$ cat src/column_predicate_bitmap_filter_assert.svh
// Assertion macros for the column predicate bitmap filter.
// CPBF_ASSERT:     checked while out of reset.
// CPBF_ASSERT_ANY: checked at every edge, reset included.
`ifndef COLUMN_PREDICATE_BITMAP_FILTER_ASSERT_SVH
`define COLUMN_PREDICATE_BITMAP_FILTER_ASSERT_SVH

`ifndef SYNTHESIS

`define CPBF_ASSERT(lbl, clk, rstn, prop) \
  lbl: assert property (@(posedge clk) disable iff (!rstn) prop) \
    else $error("cpbf assertion failed");

`define CPBF_ASSERT_ANY(lbl, clk, prop) \
  lbl: assert property (@(posedge clk) prop) \
    else $error("cpbf assertion failed");

`else

`define CPBF_ASSERT(lbl, clk, rstn, prop)

`define CPBF_ASSERT_ANY(lbl, clk, prop)

`endif

`endif

$ cat src/cpbf_pkg.sv
package cpbf_pkg;

  localparam int unsigned DataW   = 64;
  localparam int unsigned CfgIdxW = 8;
  localparam int unsigned ByteW   = 8;
  localparam int unsigned PosW    = 3;
  localparam int unsigned CountW  = 4;

  // Configuration register indexes.
  localparam logic [CfgIdxW-1:0] RegCompareMode = CfgIdxW'(0);
  localparam logic [CfgIdxW-1:0] RegColumnWide  = CfgIdxW'(1);
  localparam logic [CfgIdxW-1:0] RegBoundLo     = CfgIdxW'(2);
  localparam logic [CfgIdxW-1:0] RegBoundHi     = CfgIdxW'(3);

  typedef enum logic [2:0] {
    CmpLess         = 3'd0,
    CmpLessEqual    = 3'd1,
    CmpGreater      = 3'd2,
    CmpGreaterEqual = 3'd3,
    CmpEqual        = 3'd4,
    CmpBetween      = 3'd5
  } cmp_mode_e;

  typedef struct packed {
    cmp_mode_e         mode;
    logic              wide;
    logic [DataW-1:0]  lo;
    logic [DataW-1:0]  hi;
  } cpbf_cfg_t;

endpackage

$ cat src/cpbf_if.sv
// Row input stream.
interface cpbf_row_if import cpbf_pkg::*; ();
  logic             valid;
  logic             ready;
  logic [DataW-1:0] column_value;
  logic             last_row;

  modport source (output valid, output column_value, output last_row, input ready);
  modport sink   (input valid, input column_value, input last_row, output ready);
endinterface

// Packed bitmap output stream.
interface cpbf_bitmap_if import cpbf_pkg::*; ();
  logic              valid;
  logic              ready;
  logic [ByteW-1:0]  packed_bits;
  logic [CountW-1:0] bit_count;
  logic              block_end;

  modport source (output valid, output packed_bits, output bit_count, output block_end,
                  input ready);
  modport sink   (input valid, input packed_bits, input bit_count, input block_end,
                  output ready);
endinterface

// Configuration write channel.
interface cpbf_cfg_if import cpbf_pkg::*; ();
  logic               valid;
  logic               ready;
  logic [CfgIdxW-1:0] index;
  logic [DataW-1:0]   data;

  modport source (output valid, output index, output data, input ready);
  modport sink   (input valid, input index, input data, output ready);
endinterface

$ cat src/cpbf_compare.sv
module cpbf_compare import cpbf_pkg::*; #(
  parameter int unsigned VALUE_WIDTH = 64
) (
  input  cpbf_cfg_t        cfg_i,
  input  logic [DataW-1:0] value_i,
  output logic             match_o
);

  localparam int unsigned VW = VALUE_WIDTH;
  localparam logic [VW-1:0] SignBit = VW'(1) << (VW - 1);

  logic [VW-1:0] key_x, key_lo;
  logic [VW-1:0] off_w, span_w, off, span;

  // Signed order maps onto unsigned order by flipping the sign bit.
  assign key_x  = cfg_i.wide ? (value_i[VW-1:0] ^ SignBit) : VW'(value_i[7:0]);
  assign key_lo = cfg_i.wide ? (cfg_i.lo[VW-1:0] ^ SignBit) : VW'(cfg_i.lo[7:0]);

  // Between: unsigned (x - lo) <= (hi - lo), modulo the column width.
  assign off_w  = value_i[VW-1:0] - cfg_i.lo[VW-1:0];
  assign span_w = cfg_i.hi[VW-1:0] - cfg_i.lo[VW-1:0];
  assign off    = cfg_i.wide ? off_w  : VW'(off_w[7:0]);
  assign span   = cfg_i.wide ? span_w : VW'(span_w[7:0]);

  always_comb begin
    case (cfg_i.mode)
      CmpLess:         match_o = key_x <  key_lo;
      CmpLessEqual:    match_o = key_x <= key_lo;
      CmpGreater:      match_o = key_x >  key_lo;
      CmpGreaterEqual: match_o = key_x >= key_lo;
      CmpEqual:        match_o = key_x == key_lo;
      CmpBetween:      match_o = off <= span;
      default:         match_o = 1'b0;
    endcase
  end

endmodule

$ cat src/column_predicate_bitmap_filter.sv
// Column predicate bitmap filter.
// row_i (sink): one column value per transfer plus a last_row flag.
// bitmap_o (source): one byte of match bits per transfer, row k of the group
//   at bit k, bit_count valid bits (1..8), block_end set on the byte that
//   closes a block. Unused upper bits are zero.
// cfg_i (sink): register writes, always ready. Index 0 compare mode, 1 column
//   width select, 2 lower bound, 3 upper bound; other indexes are dropped.
//   Write only while the filter is idle.
// Throughput: one row per cycle unless a closing row stalls (see Stall). A row
//   accepted lands in the input register; its byte, if it closes one, goes from there to the output register.
// Rate is set by the input register -> compare/insert -> output register path;
//   each row is one compare and one bit insert.
// Stall: the output register holds while bitmap_o.ready is low; rows that do
//   not close a byte keep flowing, and row_i.ready drops only when a closing
//   row finds the output register still full.
// Reset (rst_ni low, async): stream empty, accumulator and position cleared,
//   mode less, wide signed column, both bounds zero.
// VALUE_WIDTH (8..64) sets the signed column width; ports stay 64 bits.
`include "column_predicate_bitmap_filter_assert.svh"

module column_predicate_bitmap_filter import cpbf_pkg::*; #(
  parameter int unsigned VALUE_WIDTH = 64
) (
  input  logic         clk_i,
  input  logic         rst_ni,
  cpbf_row_if.sink     row_i,
  cpbf_cfg_if.sink     cfg_i,
  cpbf_bitmap_if.source bitmap_o
);

  // ---------------------------------------------------------------------------
  // Configuration registers
  // ---------------------------------------------------------------------------
  cpbf_cfg_t cfg_q;

  assign cfg_i.ready = 1'b1;

  always_ff @(posedge clk_i or negedge rst_ni) begin
    if (!rst_ni) begin
      cfg_q.mode <= CmpLess;
      cfg_q.wide <= 1'b1;
      cfg_q.lo   <= '0;
      cfg_q.hi   <= '0;
    end else if (cfg_i.valid && cfg_i.ready) begin
      case (cfg_i.index)
        RegCompareMode: cfg_q.mode <= cmp_mode_e'(cfg_i.data[2:0]);
        RegColumnWide:  cfg_q.wide <= cfg_i.data[0];
        RegBoundLo:     cfg_q.lo   <= cfg_i.data;
        RegBoundHi:     cfg_q.hi   <= cfg_i.data;
        default:        ;
      endcase
    end
  end

  // ---------------------------------------------------------------------------
  // Input register
  // ---------------------------------------------------------------------------
  logic             s1_valid_q, s1_valid_d;
  logic [DataW-1:0] s1_value_q;
  logic             s1_last_q;
  logic             s1_fire;

  // Input register is free when empty or moving on this cycle.
  assign row_i.ready = !s1_valid_q || s1_fire;

  assign s1_valid_d = row_i.ready ? row_i.valid : s1_valid_q;

  always_ff @(posedge clk_i or negedge rst_ni) begin
    if (!rst_ni) begin
      s1_valid_q <= 1'b0;
    end else begin
      s1_valid_q <= s1_valid_d;
    end
  end

  always_ff @(posedge clk_i) begin
    if (row_i.valid && row_i.ready) begin
      s1_value_q <= row_i.column_value;
      s1_last_q  <= row_i.last_row;
    end
  end

  // ---------------------------------------------------------------------------
  // Compare and bit insert
  // ---------------------------------------------------------------------------
  logic              match;
  logic [ByteW-1:0]  acc_q, acc_d, acc_set;
  logic [PosW-1:0]   pos_q, pos_d;
  logic [CountW-1:0] count;
  logic              emit;

  cpbf_compare #(
    .VALUE_WIDTH (VALUE_WIDTH)
  ) u_compare (
    .cfg_i   (cfg_q),
    .value_i (s1_value_q),
    .match_o (match)
  );

  assign acc_set = acc_q | (ByteW'(match) << pos_q);
  assign count   = CountW'(pos_q) + CountW'(1);
  assign emit    = (pos_q == '1) || s1_last_q;

  // Rows that do not close a byte never wait on the output side.
  logic out_valid_q, out_valid_d;
  assign s1_fire = s1_valid_q && (!emit || !out_valid_q || bitmap_o.ready);

  always_comb begin
    acc_d = acc_q;
    pos_d = pos_q;
    if (s1_fire) begin
      if (emit) begin
        acc_d = '0;
        pos_d = '0;
      end else begin
        acc_d = acc_set;
        pos_d = pos_q + PosW'(1);
      end
    end
  end

  always_ff @(posedge clk_i or negedge rst_ni) begin
    if (!rst_ni) begin
      acc_q <= '0;
      pos_q <= '0;
    end else begin
      acc_q <= acc_d;
      pos_q <= pos_d;
    end
  end

  // ---------------------------------------------------------------------------
  // Output register
  // ---------------------------------------------------------------------------
  logic [ByteW-1:0]  out_bits_q;
  logic [CountW-1:0] out_count_q;
  logic              out_end_q;

  always_comb begin
    if (s1_fire && emit) begin
      out_valid_d = 1'b1;
    end else if (bitmap_o.ready) begin
      out_valid_d = 1'b0;
    end else begin
      out_valid_d = out_valid_q;
    end
  end

  always_ff @(posedge clk_i or negedge rst_ni) begin
    if (!rst_ni) begin
      out_valid_q <= 1'b0;
    end else begin
      out_valid_q <= out_valid_d;
    end
  end

  always_ff @(posedge clk_i) begin
    if (s1_fire && emit) begin
      out_bits_q  <= acc_set;
      out_count_q <= count;
      out_end_q   <= s1_last_q;
    end
  end

  assign bitmap_o.valid       = out_valid_q;
  assign bitmap_o.packed_bits = out_bits_q;
  assign bitmap_o.bit_count   = out_count_q;
  assign bitmap_o.block_end   = out_end_q;

  // ---------------------------------------------------------------------------
  // Assertions
  // ---------------------------------------------------------------------------
  `CPBF_ASSERT(a_acc_above_pos_clear, clk_i, rst_ni, (acc_q >> pos_q) == '0)
  `CPBF_ASSERT(a_emit_clears, clk_i, rst_ni, (s1_fire && emit) |=> (acc_q == '0 && pos_q == '0))
  `CPBF_ASSERT(a_stall_only_on_full_out, clk_i, rst_ni,
               (s1_valid_q && !s1_fire) |-> (out_valid_q && !bitmap_o.ready))
  `CPBF_ASSERT(a_partial_only_at_end, clk_i, rst_ni,
               (out_valid_q && !out_end_q) |-> (out_count_q == CountW'(ByteW)))
  `CPBF_ASSERT(a_padding_zero, clk_i, rst_ni,
               out_valid_q |-> (out_count_q != '0 && (out_bits_q >> out_count_q) == '0))

endmodule

$ cat src/flat_wrapper.sv
// flat-port wrapper written by rule: the top's interface ports become plain ports
module column_predicate_bitmap_filter_flat import cpbf_pkg::*;
#(
  parameter int unsigned VALUE_WIDTH = 64
)
  (clk_i, rst_ni, row_i_valid, row_i_column_value, row_i_last_row, row_i_ready, cfg_i_valid, cfg_i_index, cfg_i_data, cfg_i_ready, bitmap_o_valid, bitmap_o_packed_bits, bitmap_o_bit_count, bitmap_o_block_end, bitmap_o_ready);
  cpbf_row_if row_i_i ();
  cpbf_cfg_if cfg_i_i ();
  cpbf_bitmap_if bitmap_o_i ();
  input  logic clk_i;
  input  logic rst_ni;
  input wire logic [$bits(row_i_i.valid)-1:0] row_i_valid;
  input wire logic [$bits(row_i_i.column_value)-1:0] row_i_column_value;
  input wire logic [$bits(row_i_i.last_row)-1:0] row_i_last_row;
  output wire logic [$bits(row_i_i.ready)-1:0] row_i_ready;
  input wire logic [$bits(cfg_i_i.valid)-1:0] cfg_i_valid;
  input wire logic [$bits(cfg_i_i.index)-1:0] cfg_i_index;
  input wire logic [$bits(cfg_i_i.data)-1:0] cfg_i_data;
  output wire logic [$bits(cfg_i_i.ready)-1:0] cfg_i_ready;
  output wire logic [$bits(bitmap_o_i.valid)-1:0] bitmap_o_valid;
  output wire logic [$bits(bitmap_o_i.packed_bits)-1:0] bitmap_o_packed_bits;
  output wire logic [$bits(bitmap_o_i.bit_count)-1:0] bitmap_o_bit_count;
  output wire logic [$bits(bitmap_o_i.block_end)-1:0] bitmap_o_block_end;
  input wire logic [$bits(bitmap_o_i.ready)-1:0] bitmap_o_ready;
  assign row_i_i.valid = row_i_valid;
  assign row_i_i.column_value = row_i_column_value;
  assign row_i_i.last_row = row_i_last_row;
  assign row_i_ready = row_i_i.ready;
  assign cfg_i_i.valid = cfg_i_valid;
  assign cfg_i_i.index = cfg_i_index;
  assign cfg_i_i.data = cfg_i_data;
  assign cfg_i_ready = cfg_i_i.ready;
  assign bitmap_o_valid = bitmap_o_i.valid;
  assign bitmap_o_packed_bits = bitmap_o_i.packed_bits;
  assign bitmap_o_bit_count = bitmap_o_i.bit_count;
  assign bitmap_o_block_end = bitmap_o_i.block_end;
  assign bitmap_o_i.ready = bitmap_o_ready;
  column_predicate_bitmap_filter #(.VALUE_WIDTH(VALUE_WIDTH)) u_core (.clk_i(clk_i), .rst_ni(rst_ni), .row_i(row_i_i), .cfg_i(cfg_i_i), .bitmap_o(bitmap_o_i));
endmodule
$ cat config.mk
export PLATFORM = sky130hd
export DESIGN_NAME = column_predicate_bitmap_filter_flat
export DESIGN_NICKNAME = d
export VERILOG_FILES = /design/src/cpbf_pkg.sv /design/src/cpbf_if.sv /design/src/cpbf_compare.sv /design/src/column_predicate_bitmap_filter.sv /design/src/flat_wrapper.sv
export VERILOG_INCLUDE_DIRS = /design/src /design/src/src
export SDC_FILE = /design/constraint.sdc
export NUM_CORES = 1
export LEC_CHECK = 0
export BUFFER_PORTS_ARGS = -buffer_cell sky130_fd_sc_hd__buf_4
export CORE_ASPECT_RATIO = 2
export CORE_UTILIZATION = 56
export CTS_CLUSTER_DIAMETER = 50
export DETAILED_ROUTE_END_ITERATION = 8
export PLACE_DENSITY_LB_ADDON = 0.1
export SYNTH_ARGS = -nofsm -noshare
export SYNTH_HDL_FRONTEND = slang
export SYNTH_SLANG_ARGS = --single-unit
$ cat constraint.sdc
create_clock -name clk_i -period 6.8 [get_ports clk_i]
set_input_delay 1.7 -clock clk_i [delete_from_list [all_inputs] [get_ports clk_i]]
set_output_delay 1.7 -clock clk_i [all_outputs]
set_load 0.05 [all_outputs]
# Word level (Yosys, flattened, before mapping)
# Index checks and enable logic that the tools add are counted.
# W data, S select, Z words.
# classes
muxes	9
shifts	1
bitwise	3
n_lt_le_gt_ge	5
add_sub_neg	4
n_eq_ne	10
n_reduce_logical	17
# ops
operator	count
$mux W64	4
$le A64 B64 Y1	2
$sub A64 B64 Y64	2
$eq A64 B64 Y1	1
$ge A64 B64 Y1	1
$gt A64 B64 Y1	1
$lt A64 B64 Y1	1
$eq A8 B2 Y1 const B	2
$eq A3 B3 Y1 const B	3
$eq A8 B1 Y1 const B	1
$logic_not A8 Y1	1
$mux W8	1
$or A8 B8 Y8	1
$reduce_and A2 Y1	4
$shl A1 B3 Y8	1
$eq A3 B2 Y1 const B	2
$pmux W1 S6	1
$add A3 B1 Y4 const B	1
$logic_or A1 B1 Y1	4
$add A3 B1 Y3 const B	1
$eq A3 B1 Y1 const B	1
$logic_and A1 B1 Y1	3
$logic_not A1 Y1	3
$logic_not A3 Y1	1
other kinds (4)	6
# word_totals
ff_bits	223
wordCells	62
input_bits	142

# Depth between registers and ports, before layout
# Gate-level depths: netlist of the first run.
# logic_depth
depth_word	8
ltp_mapped	24
mapped_depth_nobuf	24

# By module
# From an unflattened synthesis of the first run, not the netlist that was laid out.
# hier_totals
cells_unflattened	2162
hier_area_um2	19849.0
# by_module_without_submodules
module	instances	area_per_inst_um2	cells_each	seq_area_each_um2
cpbf_compare	1	11539.8	1736	0.0
column_predicate_bitmap_filter	1	8309.2	426	5972.0

# Least setup slack after synthesis of the first run
# No wires, ideal clock.
# synth_path
path_kind	register -> register
from	register u_core.cfg_q[71] (netlist bit)
to	register u_core.out_bits_q[6], in the netlist u_core.bitmap_o.packed_bits[6] (data pin)
t_required_ns	6.546
setup_slack_ns	1.503
n_path_buf	1
stages_incl_launch_ff	23
t_arrival_ns	5.043
setup_ns	0.254
cell_sequence	dfrtp_1 inv_1 ha_1 clkbuf_1 nor3_1 or3_1 a211oi_1 o2111ai_1 a2111oi_0 nor2_1 o21ai_0 xnor2_1 nor2_1 ha_1 nand4_1 or4_1 or2_2 nor3_1 a221o_1 o21ai_1 a22oi_1 a21oi_1 a21o_1
# synth_between
elab_chain_cells	6
elab_cells_between_ends	14
classes_between	add/sub (2); order compare (5); eq/ne (1); shift (1); mux (4); bitwise (1)
# synth_rtl
element	line	text
start, declared	column_predicate_bitmap_filter.sv:34	cpbf_cfg_t cfg_q;
$sub A64 B64 Y64 (on tied branches)	cpbf_compare.sv:20, cpbf_compare.sv:21	
$mux W64 (on tied branches)	cpbf_compare.sv:22, cpbf_compare.sv:23	
$le A64 B64 Y1	cpbf_compare.sv:32	CmpBetween: match_o = off <= span;
$pmux W1 S6 *	cpbf_compare.sv:26	case (cfg_i.mode)
$shl A1 B3 Y8 *	column_predicate_bitmap_filter.sv:100	assign acc_set = acc_q | (ByteW'(match) << pos_q);
$or A8 B8 Y8 *	column_predicate_bitmap_filter.sv:100	
net u_core.acc_set[6]	column_predicate_bitmap_filter.sv:87	logic [ByteW-1:0] acc_q, acc_d, acc_set;
end signal, assigned	column_predicate_bitmap_filter.sv:159	out_bits_q <= acc_set;
end, declared	column_predicate_bitmap_filter.sv:135	logic [ByteW-1:0] out_bits_q;
# The timed path passes the listed nets; every way through them passes the cells marked *.
# A chain may end at the register's enable or synchronous reset.

# Worst setup path in the final report of the first run
# layout_path
from	register u_core.s1_value_q[17]
to	register u_core.out_bits_q[6], in the netlist u_core.bitmap_o.packed_bits[6] (data pin)
# layout_between
elab_chain_cells	6
elab_cells_between_ends	12
classes_between	add/sub (1); order compare (5); eq/ne (1); shift (1); mux (3); bitwise (1)
# layout_rtl
element	line	text
start, declared	column_predicate_bitmap_filter.sv:59	logic [DataW-1:0] s1_value_q;
start signal, assigned	column_predicate_bitmap_filter.sv:78	s1_value_q <= row_i.column_value;
$sub A64 B64 Y64	cpbf_compare.sv:20	assign off_w = value_i[VW-1:0] - cfg_i.lo[VW-1:0];
$mux W64	cpbf_compare.sv:22	assign off = cfg_i.wide ? off_w : VW'(off_w[7:0]);
$le A64 B64 Y1	cpbf_compare.sv:32	
$pmux W1 S6 *	cpbf_compare.sv:26	
$shl A1 B3 Y8 *	column_predicate_bitmap_filter.sv:100	
$or A8 B8 Y8 *	column_predicate_bitmap_filter.sv:100	
net u_core.acc_set[6]	column_predicate_bitmap_filter.sv:87	
# Marks and branches as above.

==> impl_results.md, run 1 <==
* Crit path cell chain: ha_1, nand2_1, o211ai_1, a22oi_1, or3_1, o21ba_2, o41ai_4, a2111oi_2, or4b_1, nor3b_1, mux2i_1, ha_1, nand4_1, nor3_1, nand4_1, nor3_2, nand4_1, and3_1, o21ai_1, a22oi_1, buf_4, a21oi_2, a21o_1
* Mapped Nets at 2476
* Setup repair bufs after CTS at 0
* Ant. Diodes at 0
* Remaining antenna violation count at 0
* CTS Hold Bufs at 0
* Clock root cell: clkbuf_16
* Total track usage at 35.9%
* Final WL at 62200 um
* Final count of negative-setup-slack endpoints at 0
* Top delay family on crit path: simple AND/OR/NAND/NOR gates
* Placed Area at 20700 um2
* Final Net Count at 2604
* Die width at 133 um
* Mapped Area at 19100 um2
* Total gr overflow at 0
* Clock transition at path regs at 0.06 ns
* Seq/Total Area, Yosys at 31.3%
* Netlist cell types at 71
* MaxCap Viol Count at 0
* Crit path max fanout at 8
* GPL Wtd Cong at 1.01
* Fin Hold WS at 0.455 ns
* Setup CP Type: register to register
* Max Clock Skew at 0.0150 ns
* Initial DRT Pass Iterations at 5
* CTS max path bufs at 3
* Main synth FF type: dfrtp_1
* F_max at 0.158 GHz
* WP data required at 7.24 ns
* CTS tree: yes
* PortBufs at 156
* Post-DP HPWL at 49400 um
* Fin area at 21600 um2
* Slew Viols, Final at 0
* Slew @ Worst Pin at 1.03 ns
* Initial Util at 56.9%
* Layout cell share with drive strength beyond 1 at 16.9%
* Yosys Warn Count at 0
* Die H at 263 um
* Yosys reg bits at 223
* Pwr Density at 226 nW/um2
* Initial antenna violation count at 0
* Status: finished, final reports clean
* Cell taking the most area after synthesis: dfrtp_1
* Cell with the largest stage delay on the worst path: or4b_1
* Via count at 16800
* Critical path's most frequent cell: nand4_1
* Worst skew pair latency at 0.57 ns
* Largest net degree at the start of global routing at 84
* Syn avg cell area at 9.16 um2
* # rows at 95
* Setup TNS at 0 ns
* EDFF count, synth at 78
* Cells after Synth at 2085
* Reg2Reg Setup Slack at 0.46 ns
* Setup crit end kind: register
* Ports at 158
* Synth top area cells: dfrtp_1, ha_1, edfxtp_1
* DRC viols at 0
* H-tree levels at 1
* Total chip power at 4.89 mW
* Worst setup SP type: register
* Post-synth ARST share at 65.0%
* First-pass GRT wire length at 95600 um
* Area share of the largest cell type after synthesis at 18.9%
* RSZ-0062 raised after global routing: false
* Tmin final at 6.34 ns
* DRT iter0 DRCs at 740
* Period Utilization, post-route at 93.3%
* Post-DR wirelength/cell at 23.3 um
* Die area at 34900 um2
* Crit path DAT at 6.78 ns
* Routed vias/inst at 6.30
* Rel. slew slack at 31.5%
* Area grow syn2layout at 13.1%
* Leakage at 10.6 nW
* Cts bufs inserted at 25
* Final Hold Viols at 0
* Hold Crit Class: register to register
* Vias in the first global route at 18000
* Crit path buf inv count at 1
* Crit path largest cell delay at 0.56 ns
* CORE AREA at 33500 um2
* Peak supply drop at 0.254 mV
* # clock sinks at 223
==> repair_timing <==
item                                    CTS  global route
pin swaps                                 0             0
endpoints found under the setup margin    1            16
resized for setup                         1             8
==> stage by stage <==
| step | instances | setup WS (ns) | utilization [%] |
|---|---|---|---|
| 4_1_cts | 2667 | 0.124 | 64.3 |
| 5_1_grt | 2667 | 0.0894 | 64.4 |
| 2_1_floorplan | 2085 | 1.50 | - |
| 6_report | 2667 | 0.459 | 64.4 |
| 3_5_place_dp | 2622 | 0.0485 | 61.7 |
| 3_3_place_gp | 2622 | 0.118 | 61.7 |
==> registers in the layout, indices dropped and copies added (netlist names) <==
signal                       cells
u_core.cfg_q                   132
u_core.s1_value_q               64
u_core.acc_q                     8
u_core.bitmap_o.packed_bits      8
u_core.bitmap_o.bit_count        4
u_core.pos_q                     3
u_core.bitmap_o.block_end        1
u_core.bitmap_o.valid            1
u_core.s1_last_q                 1
u_core.s1_valid_q                1
==> worst reg2reg max path: stages (launching register included) <==
cell,delay [ns]
edfxtp_1,0.43
ha_1,0.46
nand2_1,0.15
o211ai_1,0.25
a22oi_1,0.30
or3_1,0.45
o21ba_2,0.25
o41ai_4,0.49
a2111oi_2,0.19
or4b_1,0.56
nor3b_1,0.17
mux2i_1,0.13
ha_1,0.29
nand4_1,0.13
nor3_1,0.35
nand4_1,0.21
nor3_2,0.22
nand4_1,0.11
and3_1,0.19
o21ai_1,0.09
a22oi_1,0.13
buf_4,0.20
a21oi_2,0.30
a21o_1,0.18
==> kinds of logic after synthesis <==
group | Yosys count | synth area share [%]
adders and majority gates | 249 | 16.4
other | 1 | 0.0196
AOI/OAI and AO/OA | 567 | 19.8
buffers and inverters | 178 | 3.55
muxes | 139 | 8.17
and+or+nand+nor | 623 | 16.0
DFF | 223 | 31.3
xor gates and xnor gates | 105 | 4.82
==> power by group <==
| group | total [mW] | leakage (nW) | switching [mW] | internal, mW |
|---|---|---|---|---|
| clock network | 1.43 | 0.422 | 0.605 | 0.820 |
| logic | 1.91 | 7.40 | 1.14 | 0.769 |
| registers | 1.55 | 2.75 | 0.0689 | 1.48 |
| total | 4.89 | 10.6 | 1.82 | 3.07 |
==> worst paths after layout <==
path | from | end | depth (start not counted)
max | u_core.s1_value_q[17]$_DFFE_PP_ | u_core.bitmap_o.packed_bits[6]$_DFFE_PP_ | 23
min | u_core.s1_last_q$_DFFE_PP_ | u_core.bitmap_o.block_end$_DFFE_PP_ | 0
max reg2reg | u_core.s1_value_q[17]$_DFFE_PP_ | u_core.bitmap_o.packed_bits[6]$_DFFE_PP_ | 23
min reg2reg | u_core.s1_last_q$_DFFE_PP_ | u_core.bitmap_o.block_end$_DFFE_PP_ | 0
max in group asynchronous | rst_ni | u_core.cfg_q[117]$_DFFE_PN0P_ | 2
min in group asynchronous | rst_ni | u_core.cfg_q[87]$_DFFE_PN0P_ | 1
==> synthesized netlist by cell type (72+ instances only) <==
library cell,instances
ha_1,247
nand2_1,209
a21oi_1,165
a21o_1,147
dfrtp_1,144
mux2_2,134
nor2_1,118
inv_1,100
edfxtp_1,78
o21ai_0,75
clkbuf_1,73
and2_1,72
==> placed cells by master, fill, tap and decap left out, drive strengths merged, types with 5 or more instances in the layout <==
master   Yosys  routed
nand2b      22      22
nor4        10      10
o211ai      13      13
o31a         6       6
a221o        7       7
a2111oi      8       8
edfxtp      78      78
and3        16      16
a31oi       17      17
a221oi       7       7
o21ai       78      78
o41ai        5       5
clkbuf      73      31
or3         11      11
a32o         7       7
nor2b       13      13
o21bai      28      28
nand4       60      60
or2          8       8
clkinv       1      10
a21o       147     147
nand2      209     209
nand3       30      30
xor2        41      41
inv        100     102
a211oi      20      20
a21oi      165     165
xnor2       64      64
mux2       134     134
nor3b       10      10
nor3        28      28
mux2i        5       5
nor2       118     118
o21a        19      19
and2        72      72
nand3b       6       6
dfrtp      144     144
buf          4     178
ha         247     247
==> metal layers <==
layer	global-route usage, %	vias up	wire length (um)
met5	0	-	0
met4	31.5	0	6340
met3	5.68	285	2410
met2	70.6	511	34300
met1	29.8	8127	19100
li1	-	7891	-
==> final cells by class <==
cell class / instances / area (um2)
Clock buffer: 31 / 658
Timing Repair Buffer: 178 / 1340
Fill cell: 2925 / 11900
Clock inverter: 14 / 206
Inverter: 101 / 379
Tap cell: 436 / 546
Multi-Input combinational cell: 1684 / 12500
Sequential cell: 223 / 5980
Power figures use the tool's default switching activity.
==> run 2: changes to the inputs <==
--- a/config.mk
+++ b/config.mk
@@ -6,12 +6,13 @@
 export SDC_FILE = /design/constraint.sdc
 export NUM_CORES = 1
 export LEC_CHECK = 0
+export ABC_AREA = 1
 export BUFFER_PORTS_ARGS = -buffer_cell sky130_fd_sc_hd__buf_4
 export CORE_ASPECT_RATIO = 2
 export CORE_UTILIZATION = 56
 export CTS_CLUSTER_DIAMETER = 50
 export DETAILED_ROUTE_END_ITERATION = 8
-export PLACE_DENSITY_LB_ADDON = 0.1
+export PLACE_DENSITY = 0.71
 export SYNTH_ARGS = -nofsm -noshare
 export SYNTH_HDL_FRONTEND = slang
 export SYNTH_SLANG_ARGS = --single-unit
==> run 2 against run 1 <==
Against the previous run:
- register-to-register slack better by 0.97 ns
- sequential share of layout area shrank 1.7 points
- cell count increased by 37%
- non-clock buffer count shrank 13
- first-iteration DRC count grew to 2.9 times the previous value
- global-route usage grew 11 points
- critical endpoint is now u_core.acc_q[0]$_DFFE_PN0P_
- largest power group unchanged
==> impl_results.md, run 2 <==
* Period Utilization, post-route at 79.1%
* Finished Layout Cells at 3641
* CTS max path bufs at 3
* Layout cell share with drive strength beyond 1 at 8.94%
* Area share of the largest cell type after synthesis at 17.4%
* Crit path DAT at 5.83 ns
* Pwr Density at 232 nW/um2
* Setup repair bufs after CTS at 0
* Mapped Nets at 3428
* Final setup margin at 1.42 ns
* Worst skew pair latency at 0.58 ns
* Leakage at 11.9 nW
* Rel. slew slack at 7.38%
* Netlist cell types at 55
* Fin area at 23000 um2
* Yosys Warn Count at 0
* Post-DR wirelength/cell at 23.9 um
* Via count at 22200
* MaxCap Viol Count at 0
* Slew @ Worst Pin at 1.39 ns
* Placed Area at 22300 um2
* Initial Util at 56.8%
* Count leader, synth: nand2_1
* Crit path largest cell delay at 0.63 ns
* Largest register FFs at 132
* Post-synth ARST share at 65.0%
* CORE AREA at 36400 um2
* PortBufs at 156
* Largest register by flop count: u_core.cfg_q
* Crit path max fanout at 10
* Setup TNS at 0 ns
* Routed vias/inst at 6.10
* Cell with the largest stage delay on the worst path: a21oi_1
* Tmin final at 5.38 ns
* CTS Hold Bufs at 0
* Filler cell count at 3310
* Seq/Total Area, Yosys at 28.9%
* DRC viols at 0
* Worst setup SP type: register
* GPL Wtd Cong at 1.17
* Synth top area cells: dfrtp_1, ha_1, nand2_1
* Total gr overflow at 0
* Die area at 37800 um2
* Final count of negative-setup-slack endpoints at 0
* CTS resizes at 0
* Commonest cells in the netlist: nand2_1, inv_1, nor2_1
* Die H at 274 um
* Clock transition at path regs at 0.06 ns
* CTS tree: yes
* Ant. Diodes at 0
* Cell taking the most area after synthesis: dfrtp_1
* Area grow syn2layout at 11.3%
* Initial antenna violation count at 0
* Post-DP HPWL at 68200 um
* Final WL at 86900 um
* H-tree levels at 1
* Max Clock Skew at 0.0362 ns
* Die width at 138 um
* Yosys reg bits at 223
* Setup crit end kind: register
* Cells after Synth at 3037
* # rows at 99
* Hold Crit Class: register to register
* Remaining antenna violation count at 0
* Commonest non-fill, non-tap cell in the layout: nand2_1
* Total chip power at 5.35 mW
* Dpl cells at 3601
* Final Hold Viols at 0
* First-pass GRT wire length at 127000 um
* Top flop regs: u_core.cfg_q: 132 flops, u_core.s1_value_q: 64 flops
* Peak supply drop at 0.271 mV
* DRT iter0 DRCs at 2137
* WP data required at 7.25 ns
* Total track usage at 46.4%
* # clock sinks at 223
* Slew Viols, Final at 0
* EDFF count, synth at 78
* Vias in the first global route at 22500
* Setup CP Type: register to register
* RSZ-0062 raised after global routing: false
* Worst setup slack after placement at 1.93 ns
* Clock root cell: clkbuf_16
* Main synth FF type: dfrtp_1
* Ports at 158
* Mapped Area at 20700 um2
* Most frequent cells in the layout: nand2_1, inv_1, nor2_1
* Cts bufs inserted at 22
* F_max at 0.186 GHz
* Syn avg cell area at 6.81 um2
* Largest net degree at the start of global routing at 129
* Initial DRT Pass Iterations at 6
* Status: finished, final reports clean
* Final Net Count at 3562
## run 2: cell types whose count changed after synthesis, sizes merged, moves of 129 or more
cell,change
inv,+404
nor2,+194
o21ai,+239
a21oi,+151
a21o,-129
nand2,+509
mux2,-134
## run 2: final cells by class
class	instances	area (um2)	share of cell area, %
flip-flops and latches	223	5980	26.0
multi-input cells	2255	12600	54.8
well taps	454	568	2.47
inverters	504	1890	8.22
clock buffers	28	624	2.71
clock inverters	12	90.1	0.391
repair buffers	165	1250	5.45
## run 2: per-layer routing
layer	GRT usage, %	part of all wire (%)	vias to the layer above
li1	-	-	10300
met1	40.8	30	10300
met2	80.2	49	1197
met3	12.9	7.9	513
met4	48.4	12	0
met5	0	0	-
## run 2: critical path: cells and delay by family (launching register included)
kind	cells	cell delay [ns]
xor gates and xnor gates	1	0.16
DFF	1	0.44
buffers and inverters	4	0.27
AOI/OAI and AO/OA	4	1.42
adders and majority gates	3	0.77
and+or+nand+nor	17	2.20
## run 2: path summary, 6_finish.rpt
kind	depth (start not counted)	endpoint	slack (ns)	startpoint
max reg2reg	29	u_core.acc_q[0]$_DFFE_PN0P_	1.42	u_core.s1_value_q[0]$_DFFE_PP_
min reg2reg	0	u_core.bitmap_o.block_end$_DFFE_PP_	0.46	u_core.s1_last_q$_DFFE_PP_
max	29	u_core.acc_q[0]$_DFFE_PN0P_	1.42	u_core.s1_value_q[0]$_DFFE_PP_
min	0	u_core.bitmap_o.block_end$_DFFE_PP_	0.46	u_core.s1_last_q$_DFFE_PP_
min in group asynchronous	1	u_core.cfg_q[9]$_DFFE_PN0P_	1.18	rst_ni
max in group asynchronous	2	u_core.cfg_q[114]$_DFFE_PN0P_	4.25	rst_ni
## run 2: per-stage QoR
step	hold slack (ns)	utilization (%)
detailed placement	0.445	61.3
global route	0.476	63.2
global placement	0.439	61.3
finish	0.465	63.2
floorplan	0.427	-
CTS	0.464	63.2
## run 2: cells by family after synthesis
group                    Yosys count  synth area share (%)
AND/OR/NAND/NOR                 1236                  24.8
AO/OA/AOI/OAI                    739                  19.7
buffers and inverters            559                  10.2
adder cells (fa/ha/maj)          249                  15.1
flip-flops                       223                  28.9
XOR/XNOR                          30                  1.27
other                              1                0.0181
## run 2: power by group
| group | leakage [nW] | internal, mW | switching (mW) |
|---|---|---|---|
| logic | 8.83 | 0.732 | 1.81 |
| clock network | 0.359 | 0.688 | 0.563 |
| registers | 2.75 | 1.49 | 0.0719 |
